File: config.mk
export PLATFORM = sky130hd
export DESIGN_NAME = humidity_sensor_frame_decoder
export DESIGN_NICKNAME = d
export VERILOG_FILES = /design/src/rtl/hsfd_pkg.sv /design/src/rtl/humidity_sensor_frame_decoder.sv /design/src/rtl/hsfd_regs.sv /design/src/rtl/hsfd_frame.sv /design/src/rtl/hsfd_track.sv
export SDC_FILE = /design/constraint.sdc
export NUM_CORES = 1
export LEC_CHECK = 0
export BUFFER_PORTS_ARGS = -buffer_cell sky130_fd_sc_hd__buf_4
export CORE_AREA = 2 2 190 192
export CTS_CLUSTER_DIAMETER = 50
export DETAILED_ROUTE_END_ITERATION = 6
export DIE_AREA = 0 0 192 194
export GPL_TIMING_DRIVEN = 0
export PLACE_DENSITY_LB_ADDON = 0.15
export REMOVE_ABC_BUFFERS = 1
export SLEW_MARGIN = 25
export SYNTH_ARGS = -nofsm -noshare
export SYNTH_HDL_FRONTEND = slang
export SYNTH_SLANG_ARGS = --single-unit
File: constraint.sdc
create_clock -name clk -period 10.5 [get_ports clk]
set_clock_uncertainty 0.15 [all_clocks]
set_input_delay 1.05 -clock clk [delete_from_list [all_inputs] [get_ports clk]]
set_output_delay 1.05 -clock clk [all_outputs]
set_load 0.02 [all_outputs]
File: src/rtl/hsfd_pkg.sv
package hsfd_pkg;

  // Field and register widths.
  localparam int ByteW  = 8;
  localparam int ThrW   = 14;
  localparam int LimW   = 4;
  localparam int RhW    = 14;
  localparam int TempW  = 15;
  localparam int BarW   = 7;
  localparam int AddrW  = 3;
  localparam int DataW  = 32;
  localparam int MsgW   = 48;

  // Register reset values and tracker constants.
  localparam logic [ThrW-1:0] ThrReset      = 14'd1500;
  localparam logic [LimW-1:0] LimReset      = 4'd3;
  localparam logic [RhW-1:0]  BaselineEmpty = '1;

  // Status byte bits.
  localparam int BusyBit = 7;
  localparam int CalBit  = 3;

  // Scale factors: humidity 0..99.99 %, temperature -50.00..+149.99 C.
  localparam logic [13:0]     RhScale    = 14'd10000;
  localparam logic [14:0]     TempScale  = 15'd20000;
  localparam logic [TempW-1:0] TempOffset = 15'd5000;
  localparam logic [6:0]      BarScale   = 7'd100;
  localparam logic [BarW-1:0] BarMax     = 7'd100;

  // CRC-8 definition.
  localparam logic [7:0] CrcPoly = 8'h31;
  localparam logic [7:0] CrcInit = 8'hFF;

  // Register indexes on the configuration port.
  typedef enum logic [0:0] {
    REG_RISE_THRESHOLD = 1'b0,
    REG_ERROR_LIMIT    = 1'b1
  } cfg_reg_t;

  // Result status codes.
  typedef enum logic [2:0] {
    ST_OK       = 3'd0,
    ST_BUSY     = 3'd1,
    ST_UNCAL    = 3'd2,
    ST_NOANSWER = 3'd3,
    ST_LOST     = 3'd4
  } status_t;

  // Decoded frame, handed from the decoder to the tracker.
  typedef struct packed {
    logic              answered;
    logic              crc_ok;
    logic              busy;
    logic              uncal;
    logic [RhW-1:0]    rh;
    logic [TempW-1:0]  temp;
    logic [BarW-1:0]   bar;
  } frame_info_t;

  // Bit-serial CRC over a 48-bit message, MSB first. Used only to build
  // constants at elaboration.
  function automatic logic [7:0] crc8_bits(logic [7:0] init, logic [MsgW-1:0] msg);
    logic [7:0] crc;
    logic       fb;
    crc = init;
    for (int j = MsgW - 1; j >= 0; j--) begin
      fb  = crc[7] ^ msg[j];
      crc = {crc[6:0], 1'b0} ^ (fb ? CrcPoly : 8'h00);
    end
    return crc;
  endfunction

  // Contribution of each message bit to the CRC; the CRC is linear, so the
  // result is the initial-value term xored with the columns of the set bits.
  function automatic logic [MsgW-1:0][7:0] crc8_columns();
    logic [MsgW-1:0][7:0] cols;
    for (int k = 0; k < MsgW; k++) begin
      cols[k] = crc8_bits(8'h00, MsgW'(1) << k);
    end
    return cols;
  endfunction

endpackage

File: src/rtl/humidity_sensor_frame_decoder.sv
// Channel   Handshake              Payload
// input     in_valid / in_ready    answered, status_byte, data_byte_one..five, check_byte
// output    out_valid / out_ready  read_status, humidity_centi, temperature_centi,
//                                  checksum_ok, part_identified, breath_detected, bar_level
// config    APB psel/penable       paddr, pwdata, prdata, pready
//
// An accepted item is held in the input register, which feeds the CRC, scaling and
// tracking logic; its result is loaded into the result register once that register
// is free, and leaves from there on the output channel.
// One item is accepted every cycle while the output side takes results.
// Reset (rst, synchronous) empties both registers, clears the session state and
// loads the register defaults. A stalled result holds the pipe; the input register
// still takes an item while the result register waits, if it is empty.
module humidity_sensor_frame_decoder (
  input  logic                              clk,
  input  logic                              rst,
  input  logic                              psel,
  input  logic                              penable,
  input  logic                              pwrite,
  input  logic [hsfd_pkg::AddrW-1:0]        paddr,
  input  logic [hsfd_pkg::DataW-1:0]        pwdata,
  output logic [hsfd_pkg::DataW-1:0]        prdata,
  output logic                              pready,
  input  logic                              in_valid,
  output logic                              in_ready,
  input  logic                              answered,
  input  logic [hsfd_pkg::ByteW-1:0]        status_byte,
  input  logic [hsfd_pkg::ByteW-1:0]        data_byte_one,
  input  logic [hsfd_pkg::ByteW-1:0]        data_byte_two,
  input  logic [hsfd_pkg::ByteW-1:0]        data_byte_three,
  input  logic [hsfd_pkg::ByteW-1:0]        data_byte_four,
  input  logic [hsfd_pkg::ByteW-1:0]        data_byte_five,
  input  logic [hsfd_pkg::ByteW-1:0]        check_byte,
  output logic                              out_valid,
  input  logic                              out_ready,
  output logic [2:0]                        read_status,
  output logic [hsfd_pkg::RhW-1:0]          humidity_centi,
  output logic signed [hsfd_pkg::TempW-1:0] temperature_centi,
  output logic                              checksum_ok,
  output logic                              part_identified,
  output logic                              breath_detected,
  output logic [hsfd_pkg::BarW-1:0]         bar_level
);
  import hsfd_pkg::*;

  logic [ThrW-1:0]  rise_threshold;
  logic [LimW-1:0]  error_limit;

  // Input register.
  logic             in_full;
  logic             in_answered;
  logic [ByteW-1:0] in_b0, in_b1, in_b2, in_b3, in_b4, in_b5, in_b6;
  logic             load_ready;
  frame_info_t      info;

  // Configuration registers.
  hsfd_regs u_regs (
    .clk            (clk),
    .rst            (rst),
    .psel           (psel),
    .penable        (penable),
    .pwrite         (pwrite),
    .paddr          (paddr),
    .pwdata         (pwdata),
    .prdata         (prdata),
    .pready         (pready),
    .rise_threshold (rise_threshold),
    .error_limit    (error_limit)
  );

  // The input register frees up whenever its item moves on.
  assign in_ready = !in_full || load_ready;

  always_ff @(posedge clk) begin
    if (rst) begin
      in_full <= 1'b0;
    end else if (in_ready) begin
      in_full <= in_valid;
    end
  end

  always_ff @(posedge clk) begin
    if (in_valid && in_ready) begin
      in_answered <= answered;
      in_b0       <= status_byte;
      in_b1       <= data_byte_one;
      in_b2       <= data_byte_two;
      in_b3       <= data_byte_three;
      in_b4       <= data_byte_four;
      in_b5       <= data_byte_five;
      in_b6       <= check_byte;
    end
  end

  // Frame check and scaling.
  hsfd_frame u_frame (
    .answered        (in_answered),
    .status_byte     (in_b0),
    .data_byte_one   (in_b1),
    .data_byte_two   (in_b2),
    .data_byte_three (in_b3),
    .data_byte_four  (in_b4),
    .data_byte_five  (in_b5),
    .check_byte      (in_b6),
    .info            (info)
  );

  // Session tracking and result register.
  hsfd_track u_track (
    .clk               (clk),
    .rst               (rst),
    .load_valid        (in_full),
    .load_ready        (load_ready),
    .info              (info),
    .rise_threshold    (rise_threshold),
    .error_limit       (error_limit),
    .out_valid         (out_valid),
    .out_ready         (out_ready),
    .read_status       (read_status),
    .humidity_centi    (humidity_centi),
    .temperature_centi (temperature_centi),
    .checksum_ok       (checksum_ok),
    .part_identified   (part_identified),
    .breath_detected   (breath_detected),
    .bar_level         (bar_level)
  );

endmodule

File: src/rtl/hsfd_regs.sv
module hsfd_regs (
  input  logic                          clk,
  input  logic                          rst,
  input  logic                          psel,
  input  logic                          penable,
  input  logic                          pwrite,
  input  logic [hsfd_pkg::AddrW-1:0]    paddr,
  input  logic [hsfd_pkg::DataW-1:0]    pwdata,
  output logic [hsfd_pkg::DataW-1:0]    prdata,
  output logic                          pready,
  output logic [hsfd_pkg::ThrW-1:0]     rise_threshold,
  output logic [hsfd_pkg::LimW-1:0]     error_limit
);
  import hsfd_pkg::*;

  logic     wr_en;
  logic     addr_hit;
  cfg_reg_t reg_sel;

  // Registers sit on word boundaries; the word index picks the register.
  assign pready   = 1'b1;
  assign addr_hit = (paddr[1:0] == 2'b00);
  assign reg_sel  = cfg_reg_t'(paddr[2]);
  assign wr_en    = psel && penable && pwrite && addr_hit;

  // Register writes.
  always_ff @(posedge clk) begin
    if (rst) begin
      rise_threshold <= ThrReset;
      error_limit    <= LimReset;
    end else if (wr_en) begin
      case (reg_sel)
        REG_RISE_THRESHOLD: rise_threshold <= pwdata[ThrW-1:0];
        REG_ERROR_LIMIT:    error_limit    <= pwdata[LimW-1:0];
        default: ;
      endcase
    end
  end

  // Read back.
  always_comb begin
    prdata = '0;
    if (addr_hit) begin
      case (reg_sel)
        REG_RISE_THRESHOLD: prdata = DataW'(rise_threshold);
        REG_ERROR_LIMIT:    prdata = DataW'(error_limit);
        default:            prdata = '0;
      endcase
    end
  end

endmodule

File: src/rtl/hsfd_frame.sv
module hsfd_frame (
  input  logic                        answered,
  input  logic [hsfd_pkg::ByteW-1:0]  status_byte,
  input  logic [hsfd_pkg::ByteW-1:0]  data_byte_one,
  input  logic [hsfd_pkg::ByteW-1:0]  data_byte_two,
  input  logic [hsfd_pkg::ByteW-1:0]  data_byte_three,
  input  logic [hsfd_pkg::ByteW-1:0]  data_byte_four,
  input  logic [hsfd_pkg::ByteW-1:0]  data_byte_five,
  input  logic [hsfd_pkg::ByteW-1:0]  check_byte,
  output hsfd_pkg::frame_info_t       info
);
  import hsfd_pkg::*;

  localparam logic [MsgW-1:0][7:0] CrcCols = crc8_columns();
  localparam logic [7:0]           CrcBase = crc8_bits(CrcInit, '0);

  logic [MsgW-1:0] msg;
  logic [7:0]      crc;
  logic [15:0]     rh16;
  logic [15:0]     t16;
  logic [29:0]     rh_prod;
  logic [30:0]     t_prod;
  logic [22:0]     bar_prod;
  logic [TempW-1:0] t_off;

  assign msg = {status_byte, data_byte_one, data_byte_two,
                data_byte_three, data_byte_four, data_byte_five};

  // CRC as an xor of per-bit columns over the six frame bytes.
  always_comb begin
    crc = CrcBase;
    for (int k = 0; k < MsgW; k++) begin
      if (msg[k]) begin
        crc = crc ^ CrcCols[k];
      end
    end
  end

  // Top 16 bits of the 20-bit raw readings.
  assign rh16 = {data_byte_one, data_byte_two};
  assign t16  = {data_byte_three[3:0], data_byte_four, data_byte_five[7:4]};

  // Scaling to hundredths. The bar comes straight from the raw value, which
  // gives the same floor as dividing the scaled humidity by 100.
  assign rh_prod  = {14'd0, rh16} * {16'd0, RhScale};
  assign t_prod   = {15'd0, t16} * {16'd0, TempScale};
  assign bar_prod = {7'd0, rh16} * {16'd0, BarScale};
  assign t_off    = t_prod[30:16];

  always_comb begin
    info.answered = answered;
    info.crc_ok   = (crc == check_byte);
    info.busy     = status_byte[BusyBit];
    info.uncal    = !status_byte[CalBit];
    info.rh       = rh_prod[29:16];
    info.temp     = t_off - TempOffset;
    info.bar      = (bar_prod[22:16] > BarMax) ? BarMax : bar_prod[22:16];
  end

endmodule

File: src/rtl/hsfd_track.sv
module hsfd_track (
  input  logic                          clk,
  input  logic                          rst,
  input  logic                          load_valid,
  output logic                          load_ready,
  input  hsfd_pkg::frame_info_t         info,
  input  logic [hsfd_pkg::ThrW-1:0]     rise_threshold,
  input  logic [hsfd_pkg::LimW-1:0]     error_limit,
  output logic                          out_valid,
  input  logic                          out_ready,
  output logic [2:0]                    read_status,
  output logic [hsfd_pkg::RhW-1:0]      humidity_centi,
  output logic signed [hsfd_pkg::TempW-1:0] temperature_centi,
  output logic                          checksum_ok,
  output logic                          part_identified,
  output logic                          breath_detected,
  output logic [hsfd_pkg::BarW-1:0]     bar_level
);
  import hsfd_pkg::*;

  // Session state.
  logic [RhW-1:0]   humidity_baseline, humidity_baseline_next;
  logic [LimW-1:0]  miss_count, miss_count_next;
  logic             identified_latch, identified_latch_next;

  // Result values for the item being loaded.
  status_t          status_next;
  logic [RhW-1:0]   rh_next;
  logic [TempW-1:0] temp_next;
  logic             crc_ok_next;
  logic             breath_next;
  logic [BarW-1:0]  bar_next;
  logic [LimW-1:0]  miss_inc;
  logic [RhW-1:0]   base_min;
  logic             load;

  assign load_ready = !out_valid || out_ready;
  assign load       = load_valid && load_ready;
  assign miss_inc   = miss_count + 4'd1;
  assign base_min   = (info.rh < humidity_baseline) ? info.rh : humidity_baseline;

  // Status decision and state update for one item.
  always_comb begin
    humidity_baseline_next = humidity_baseline;
    miss_count_next        = miss_count;
    identified_latch_next  = identified_latch;
    status_next            = ST_OK;
    rh_next                = '0;
    temp_next              = '0;
    crc_ok_next            = 1'b0;
    breath_next            = 1'b0;
    bar_next               = '0;
    if (!info.answered) begin
      if (miss_inc >= error_limit) begin
        status_next            = ST_LOST;
        humidity_baseline_next = BaselineEmpty;
        identified_latch_next  = 1'b0;
        miss_count_next        = '0;
      end else begin
        status_next     = ST_NOANSWER;
        miss_count_next = miss_inc;
      end
    end else begin
      miss_count_next = '0;
      crc_ok_next     = info.crc_ok;
      if (info.crc_ok) begin
        identified_latch_next = 1'b1;
      end
      if (info.busy) begin
        status_next = ST_BUSY;
      end else if (info.uncal) begin
        status_next = ST_UNCAL;
      end else begin
        humidity_baseline_next = base_min;
        rh_next                = info.rh;
        temp_next              = info.temp;
        bar_next               = info.bar;
        breath_next            = ((info.rh - base_min) >= rise_threshold);
      end
    end
  end

  // State and valid flag.
  always_ff @(posedge clk) begin
    if (rst) begin
      humidity_baseline <= BaselineEmpty;
      miss_count        <= '0;
      identified_latch  <= 1'b0;
      out_valid         <= 1'b0;
    end else begin
      if (load) begin
        humidity_baseline <= humidity_baseline_next;
        miss_count        <= miss_count_next;
        identified_latch  <= identified_latch_next;
      end
      if (load) begin
        out_valid <= 1'b1;
      end else if (out_ready) begin
        out_valid <= 1'b0;
      end
    end
  end

  // Result register.
  always_ff @(posedge clk) begin
    if (load) begin
      read_status       <= status_next;
      humidity_centi    <= rh_next;
      temperature_centi <= temp_next;
      checksum_ok       <= crc_ok_next;
      part_identified   <= identified_latch_next;
      breath_detected   <= breath_next;
      bar_level         <= bar_next;
    end
  end

endmodule

==> results.cfg, run 1 <==
[run_status]
status = complete, no violations

[power_and_ir_drop]
p_switching_mw = 2.49
cellLeakagePower_nw = 8.02
p_per_area_nw_per_um2 = 322
clockPowerShare_pct = 11.5
swShare_pct = 46.5
seqPwrFrac_pct = 12.5
peakVddDrop_v = 0.000246
internal_power_mw = 2.87
p_comb_share_pct = 76.0

[floorplan]
die_width_um = 192
die_h_um = 194
start_util_pct = 39.5
fp.dieArea_um2 = 37200
rows = 69
coreArea_um2 = 35200
pin_count = 176

[grt]
grt_pass1_vias = 10300
globalRouteOverflowTotal = 0
grt_max_degree = 56
grt_first_pass_wirelength_um = 52300
antenna_found_initial = 0
grt_use_total_pct = 18.1

[layout]
drive_gt1_share_pct = 16.9
multi_input_area_um2 = 9190
fill_cells = 3393
diodes = 0
nets = 2048
regArea_um2 = 3750
final_cells = 2119
syn_to_final_growth_pct = 19.2

[worst_setup_path]
cpMostUsedCell = a21o_1
worstSetupPathType = reg -> reg
critPathArrivalTime_ns = 10.29
slowest_delay_ns = 0.51
crit_required_ns = 10.51
startpoint_type = register
end_kind = register
worst_path_max_delay_cell = fa_1
crit_fanout = 4

[detailed_routing]
via_count = 10400
drt-initial-drc-count = 563
ant_nets = 0
vias_per_cell = 4.89
wl_per_cell_um = 15.4
finalWirelength_um = 32600
drc = 0
drt-pass1-iter-count = 5

[timing]
post-route-period-util_pct = 97.9
finalSetupTns_ns = 0
tightest_slew_ns = 0.998
fin_crit_ns = 10.28
slew_headroom_pct = 33.3
worst_slack_ns = 0.220
fmax_mhz = 97.3
setup_violations = 0
rsz0062_at_grt = yes
slew_violations = 0
hold_viol = 0

[synthesis]
yosysUniqueCellTypes = 70
synth_edf_count = 99
ys.flop_type = edfxtp_1
yosys-top-cells-area = edfxtp_1 (21%), ha_1 (20%), fa_1 (11%)
synth_warnings = 0
synth_seq_cells = 138
synth-seq-area-share_pct = 27.0
synth_top_area_cell = edfxtp_1
synthTopCellsByCount = inv_1 (289), ha_1 (226), xnor2_1 (126)
synthesis.area_um2 = 13900
postSynthAreaPerCell_um2 = 9.49
synth_top_area_share_pct = 21.4
synthCells = 1467
synth_most_common_cell = inv_1
postSynth.asyncResetShare_pct = 0

[placed_design]
dp_hpwl_um = 24800
place_ws_ns = -1.99
placedCellCount = 2042
io_buffer_count = 138
place_congestion = 0.818

[clock_tree]
cts.sinks = 138
cts_hold_buf = 0
cts_root_buffer = clkbuf_16
clk_path_buf_depth = 2
cts_buffers = 17
clk_latency_ns = 0.45
cts_tree = built
path_clk_slew_ns = 0.06
cts_max_level = 4

[flow_run]
maxCapViolCount = 0

[hold_path]
hold_class = reg -> reg
==> cell usage in the layout, fill, tap and decap left out, types with 10 or more instances in the layout <==
cell type,count
a21oi_1,62
inv_1,275
a211o_1,12
nand2b_1,24
xor2_1,31
edfxtp_1,99
xnor2_1,124
clkbuf_16,18
nand3_1,18
o21ai_0,16
and2_1,12
or2_2,10
buf_4,182
and3_1,11
o22ai_1,12
nor2_1,92
fa_1,78
nor3_1,34
a21o_1,27
ha_1,220
mux2i_1,10
nand2_1,59
conb_1,19
dfxtp_1,39
o21a_1,10
==> registers in the layout, summed over array words and instances, names as in the netlist <==
register	flops
u_track.part_identified	1
u_track.humidity_baseline	14
u_track.identified_latch	1
u_track.miss_count	4
u_track.out_valid	1
in_full	1
in_b5	8
in_b3	8
in_b6	8
u_regs.error_limit	4
in_b4	8
in_answered	1
in_b2	8
u_track.read_status	3
u_track.bar_level	7
u_track.checksum_ok	1
u_regs.rise_threshold	14
u_track.breath_detected	1
in_b1	8
u_track.humidity_centi	14
u_track.temperature_centi	15
in_b0	8
==> kinds of logic after synthesis <==
group,synth area share [%]
fa+ha+maj,31.7
other cells,0.0539
xor+xnor,9.94
flops,27.0
compound gates,10.8
simple gates,10.4
buf+inv,9.44
mux,0.719
==> per-layer routing <==
layer | track usage [%] | up-vias | part of all wire, %
met4 | 5.23 | 0 | 1.6
met2 | 30.6 | 163 | 49
met1 | 23.7 | 4945 | 46
met5 | 0 | - | 0
li1 | - | 5229 | -
met3 | 2.88 | 34 | 3.3
==> worst max-delay path: cells and delay by family (launching register included) <==
| family | cells | cell delay (ns) |
|---|---|---|
| AOI/OAI and AO/OA | 24 | 4.13 |
| adders and majority gates | 9 | 3.28 |
| and+or+nand+nor | 7 | 1.28 |
| DFF | 1 | 0.44 |
| buffers and inverters | 8 | 0.55 |
| xor gates and xnor gates | 1 | 0.16 |
==> through the flow <==
stage	utilization, %	power (mW)	hold slack (ns)	area (um^2)
2_1_floorplan	-	3.51	0.280	13800
3_3_place_gp	43.6	4.23	0.294	15400
3_5_place_dp	43.8	4.27	0.301	15400
4_1_cts	46.5	5.16	0.309	16400
5_1_grt	47.1	5.94	0.333	16600
6_report	47.1	5.35	0.305	16600
==> power by group through the flow <==
stage	Clock [mW]	Sequential (mW)	Combinational, mW
finish	0.615	0.670	4.07
global route	0.658	0.675	4.61
CTS	0.635	0.671	3.85
detailed placement	0	0.686	3.58
global placement	0	0.688	3.54
floorplan	0	0.692	2.82
==> layout make-up <==
type                            count  area share [%]
Clock inverter                     11           0.633
Multi-Input combinational cell   1016            55.4
Inverter                          289            6.62
Clock buffer                       21            2.90
Timing Repair Buffer              183            8.39
Sequential cell                   138            22.6
Tap cell                          461            3.47
==> path summary, 6_finish.rpt <==
kind / start / to / slack (ns) / cells after the start
max: in_b2[6]$_DFFE_PP_ / u_track.breath_detected$_SDFFCE_PP0P_ / 0.22 / 49
min: u_regs.rise_threshold[5]$_SDFFE_PP0P_ / u_regs.rise_threshold[5]$_SDFFE_PP0P_ / 0.30 / 2
max reg2reg: in_b2[6]$_DFFE_PP_ / u_track.breath_detected$_SDFFCE_PP0P_ / 0.22 / 49
min reg2reg: u_regs.rise_threshold[5]$_SDFFE_PP0P_ / u_regs.rise_threshold[5]$_SDFFE_PP0P_ / 0.30 / 2
==> timing repair <==
| action | CTS | global route |
|---|---|---|
| pin swaps | 22 | 50 |
| endpoints found under the setup margin | 1 | 1 |
| buffers inserted | 26 | 18 |
| resized for setup | 38 | 25 |
| hold endpoints to repair | 0 | 0 |
| gates cloned | 0 | 1 |
(Power assumes the default switching activity.)
==> run 2: changes to the inputs <==
ABC_AREA = 1   (was not set)
CORE_AREA = 2 2 195 197   (was 2 2 190 192)
CTS_BUF_LIST = sky130_fd_sc_hd__clkbuf_8 sky130_fd_sc_hd__clkbuf_16   (was not set)
DIE_AREA = 0 0 197 199   (was 0 0 192 194)
HOLD_SLACK_MARGIN = 0.08   (was not set)
==> run 2 against run 1 <==
Against the previous run:
- setup slack gained 0.62 ns
- critical path depth rose by 1
- clock-buffer cell count unchanged
- sequential share of layout area is 0.30 points lower
- sequential power is 1% higher
- synthesized area is 5.5% higher
- worst hold slack improved by 0.034 ns
- clock power fell by 3%
- largest cell class unchanged
- largest power group unchanged
==> results.cfg, run 2 <==
[detailed_routing]
finalWirelength_um = 33100
vias_per_cell = 4.66
wl_per_cell_um = 14.3
ant_nets = 0
drt-pass1-iter-count = 7
drt-initial-drc-count = 398
drc = 0
via_count = 10800

[synthesis]
yosys-top-cells-area = edfxtp_1 (20%), ha_1 (19%), fa_1 (11%)
synth_top_area_share_pct = 20.2
postSynth.asyncResetShare_pct = 0
ys.flop_type = edfxtp_1
synth_top_area_cell = edfxtp_1
synth_most_common_cell = inv_1
synth_edf_count = 99
synth_warnings = 0
synth_seq_cells = 138
synthesis.area_um2 = 14700
postSynthAreaPerCell_um2 = 8.73
synthCells = 1683
synth-seq-area-share_pct = 25.5
synthTopCellsByCount = inv_1 (378), ha_1 (226), nand2_1 (183)
yosysUniqueCellTypes = 50

[flow_run]
maxCapViolCount = 0

[hold_path]
hold_class = reg -> reg

[worst_setup_path]
crit_fanout = 35
worst_path_max_delay_cell = edfxtp_1
slowest_delay_ns = 0.57
critPathArrivalTime_ns = 9.83
cpMostUsedCell = inv_1
worstSetupPathType = reg -> reg
end_kind = register
crit_required_ns = 10.67
startpoint_type = register

[grt]
globalRouteOverflowTotal = 0
antenna_found_initial = 0
grt_pass1_vias = 10500
grt.met1_usage_pct = 23.7
grt_max_degree = 49
met2_usage_pct = 29.0
grt_first_pass_wirelength_um = 53300
grt_use_total_pct = 17.6
globalRouteMet3Util_pct = 2.54
top_usage_layer = met2

[power_and_ir_drop]
p_per_area_nw_per_um2 = 295
cellLeakagePower_nw = 8.55
peakVddDrop_v = 0.000207

[clock_tree]
path_clk_slew_ns = 0.06
cts_resized = 0
cts_max_level = 4
clk_path_buf_depth = 2
clk_latency_ns = 0.45
cts_tree = built
cts_buffers = 17
cts_root_buffer = clkbuf_16
cts.sinks = 138

[layout]
syn_to_final_growth_pct = 14.5
design_area_um2 = 16800
diodes = 0
fill_cells = 3641
layout_common_cells = inv_1 (379), ha_1 (226), nand2_1 (183)
nets = 2224
drive_gt1_share_pct = 12.3
final_common_cell = inv_1
largest_reg_flops = 15
top_register = u_track.temperature_centi

[floorplan]
die_h_um = 199
start_util_pct = 39.6
coreArea_um2 = 37100
pin_count = 176
rows = 71
die_width_um = 197
fp.dieArea_um2 = 39200

[timing]
rsz0062_at_grt = no
slew_violations = 0
fin_crit_ns = 9.66
slew_headroom_pct = 35.8
finalSetupTns_ns = 0
hold_slack_ns = 0.338
setup_violations = 0
tightest_slew_ns = 0.957
fmax_mhz = 103
post-route-period-util_pct = 92.0
hold_viol = 0

[placed_design]
place_congestion = 0.855
dp_hpwl_um = 26700
io_buffer_count = 138
dpl_cell_area_um2 = 16200

[run_status]
status = complete, no violations
==> run 2: changes by cell type after synthesis, moves of 15 or more <==
cell      previous run  this run
nand3_1             18        42
inv_1              289       378
a21o_1              27         7
a21oi_1             66        81
nand2_1             60       183
nand2b_1            25         0
xor2_1              32        95
o211ai_1             6        22
nor3_1              35        19
o21ai_0             23        68
==> run 2: final cells by class <==
class / count / area [um^2] / share of cell area [%]
Clock buffer: 21 / 514 / 3.06
Clock inverter: 11 / 67.6 / 0.402
Inverter: 385 / 1450 / 8.60
Multi-Input combinational cell: 1128 / 9280 / 55.2
Sequential cell: 138 / 3750 / 22.3
Tap cell: 474 / 593 / 3.52
Timing Repair Buffer: 151 / 1170 / 6.93
==> run 2: cell families (layout without fill, tap and decap cells) <==
family / after synthesis / count (layout) / synth area share, %
xor+xnor: 213 / 213 / 12.8
flops: 138 / 138 / 25.5
compound gates: 217 / 217 / 8.57
buf+inv: 434 / 568 / 11.8
simple gates: 375 / 375 / 11.3
other cells: 2 / 19 / 0.0511
fa+ha+maj: 304 / 304 / 29.9
==> run 2: power by group <==
part	internal, mW	leakage, nW	switching, mW
registers	0.634	1.26	0.0428
logic	1.40	6.99	2.28
clock network	0.348	0.299	0.250
==> run 2: routing by layer <==
layer	vias to the layer above	wire length (um)
li1	5604	-
met1	4972	16400
met2	147	15100
met3	34	885
met4	0	671
met5	-	0
==> run 2: per-stage QoR <==
stage / setup slack [ns] / std cells / power, mW / utilization (%)
2_1_floorplan: 2.23 / 1651 / 3.55 / -
6_report: 0.837 / 2308 / 4.96 / 45.3
3_5_place_dp: 0.728 / 2267 / 4.38 / 43.6
5_1_grt: 0.0477 / 2308 / 5.66 / 45.3
4_1_cts: 0.641 / 2299 / 5.03 / 45.1
3_3_place_gp: 0.722 / 2263 / 4.35 / 43.4
==> run 2: critical path: cells and delay by family, from the launching register on <==
family / cells / cell delay [ns]
adder cells (fa/ha/maj): 9 / 3.36
AO/OA/AOI/OAI: 12 / 2.10
AND/OR/NAND/NOR: 17 / 2.02
buffers and inverters: 10 / 0.82
flip-flops: 1 / 0.57
XOR/XNOR: 2 / 0.49
==> run 2: final timing paths <==
check	depth (start not counted)	end	slack (ns)	startpoint
worst max-delay path	50	u_track.breath_detected$_SDFFCE_PP0P_	0.84	in_b2[6]$_DFFE_PP_
worst min-delay path	2	u_regs.rise_threshold[0]$_SDFFE_PP0P_	0.34	u_regs.rise_threshold[0]$_SDFFE_PP0P_
worst max register to register	50	u_track.breath_detected$_SDFFCE_PP0P_	0.84	in_b2[6]$_DFFE_PP_
worst min register to register	2	u_regs.rise_threshold[0]$_SDFFE_PP0P_	0.34	u_regs.rise_threshold[0]$_SDFFE_PP0P_
==> run 2: timing repair <==
item,CTS,global route
buffers inserted,0,9
endpoints found under the setup margin,0,1
hold buffers,0,0
==> run 3: changes to the inputs <==
clock period = 10.6 ns   (was 10.5 ns; I/O delays follow)
==> run 3 against run 2 <==
Against the previous run:
- wire length hardly changed
- combinational power is 1% lower
- die area stayed put
- cell count is 0.30% lower
- global-route usage stayed put
- via count is 0.21% lower
- sequential cell count stayed put
- register-to-register slack worse by 0.09 ns
- core utilization is 0.14 points lower
- highest routed layer unchanged
==> results.cfg, run 3 (synthesized netlist as in run 2, its figures left out) <==
[grt]
grt_max_degree = 49
globalRouteOverflowTotal = 0
antenna_found_initial = 0
grt_use_total_pct = 17.6
grt_first_pass_wirelength_um = 53300
grt_pass1_vias = 10500

[clock_tree]
cts_resized = 0
cts_root_buffer = clkbuf_16
path_clk_slew_ns = 0.06
clk_path_buf_depth = 2
clk_latency_ns = 0.45
cts_tree = built
cts_buffers = 17
cts_hold_buf = 0
cts_max_level = 4
cts.sinks = 138

[worst_setup_path]
crit_fanout = 35
startpoint_type = register
cp_top_family = adder cells
critPathArrivalTime_ns = 10.02
worstSetupPathType = reg -> reg
cpMostUsedCell = inv_1
end_kind = register
slowest_delay_ns = 0.70
worst_path_max_delay_cell = edfxtp_1
crit_required_ns = 10.77
crit_buf_inv = 8

[timing]
tightest_slew_ns = 0.949
fin_crit_ns = 9.85
setup_violations = 0
fmax_mhz = 101
post-route-period-util_pct = 93.0
hold_viol = 0
finalSetupTns_ns = 0
slew_violations = 0
rsz0062_at_grt = no
slew_headroom_pct = 36.4

[layout]
top_register = u_track.temperature_centi
final_common_cell = inv_1
final_cells = 2301
nets = 2217
drive_gt1_share_pct = 12.0
syn_to_final_growth_pct = 14.1
layout_common_cells = inv_1 (379), ha_1 (226), nand2_1 (183)
diodes = 0
fill_cells = 3642
largest_reg_flops = 15

[detailed_routing]
wl_met1_um = 16300
wl_met2_um = 15100
vias_per_cell = 4.66
finalWirelength_um = 33000
drt-initial-drc-count = 399
ant_nets = 0
via_count = 10700
maxUsedRoutingLayer = met4
drt-pass1-iter-count = 7
wl_per_cell_um = 14.4
wl_met3_um = 936
drc = 0

[floorplan]
die_h_um = 199
rows = 71
start_util_pct = 39.6
coreArea_um2 = 37100
pin_count = 176
fp.dieArea_um2 = 39200
die_width_um = 197

[power_and_ir_drop]
cellLeakagePower_nw = 8.51
peakVddDrop_v = 0.000204
p_per_area_nw_per_um2 = 293

[flow_run]
maxCapViolCount = 0

[placed_design]
io_buffer_count = 138
placedCellCount = 2267
dp_hpwl_um = 26700
place_congestion = 0.855

[run_status]
status = complete, no violations

[hold_path]
hold_class = reg -> reg
## run 3: cell count changes in the layout (fill, tap and decap cells not counted)
cell,change
buf_4,-7
## run 3: per-layer routing
metal	vias up	track usage (%)
met5	-	0
met4	0	5.65
met3	35	2.54
met2	161	29.0
met1	4949	23.7
li1	5589	-
## run 3: what timing repair did
item                                   in CTS  in global routing
setup buffers                               0                  2
endpoints found under the hold margin       0                  0
setup endpoints to repair                   0                  1
## run 3: area by class of cell
| class | instances | area, um^2 | area share, % |
|---|---|---|---|
| flip-flops and latches | 138 | 3750 | 22.4 |
| clock buffers | 21 | 514 | 3.07 |
| repair buffers | 144 | 1110 | 6.64 |
| inverters | 385 | 1450 | 8.63 |
| multi-input cells | 1128 | 9280 | 55.3 |
| clock inverters | 11 | 67.6 | 0.403 |
| well taps | 474 | 593 | 3.54 |
## run 3: worst paths after layout
path / startpoint / endpoint / slack [ns] / cells past startpoint
max: in_b1[0]$_DFFE_PP_ / u_track.breath_detected$_SDFFCE_PP0P_ / 0.75 / 46
min: u_regs.rise_threshold[0]$_SDFFE_PP0P_ / u_regs.rise_threshold[0]$_SDFFE_PP0P_ / 0.34 / 2
max reg2reg: in_b1[0]$_DFFE_PP_ / u_track.breath_detected$_SDFFCE_PP0P_ / 0.75 / 46
min reg2reg: u_regs.rise_threshold[0]$_SDFFE_PP0P_ / u_regs.rise_threshold[0]$_SDFFE_PP0P_ / 0.34 / 2
## run 3: per-stage QoR
step           total power, mW  util [%]  worst slack [ns]  instance area (um^2)  hold WS, ns
6_report                  4.91      45.2             0.746                 16800        0.338
5_1_grt                   5.60      45.2            0.0252                 16800        0.370
4_1_cts                   4.98      45.1             0.741                 16800        0.342
3_5_place_dp              4.34      43.6             0.828                 16200        0.332
3_3_place_gp              4.30      43.4             0.822                 16100        0.331
2_1_floorplan             3.51         -              2.33                 14500        0.299
## run 3: worst register-to-register path: cells and delay by family, from the launching register on
family                   cells  cell delay (ns)
flip-flops                   1             0.70
buffers and inverters        8             0.78
AND/OR/NAND/NOR             14             1.65
AO/OA/AOI/OAI               13             2.46
XOR/XNOR                     2             0.51
adder cells (fa/ha/maj)      9             3.48
## run 3: power breakdown
group / switching (mW) / internal [mW] / leakage, nW
Clock: 0.248 / 0.345 / 0.299
Combinational: 2.26 / 1.39 / 6.96
Sequential: 0.0443 / 0.628 / 1.26
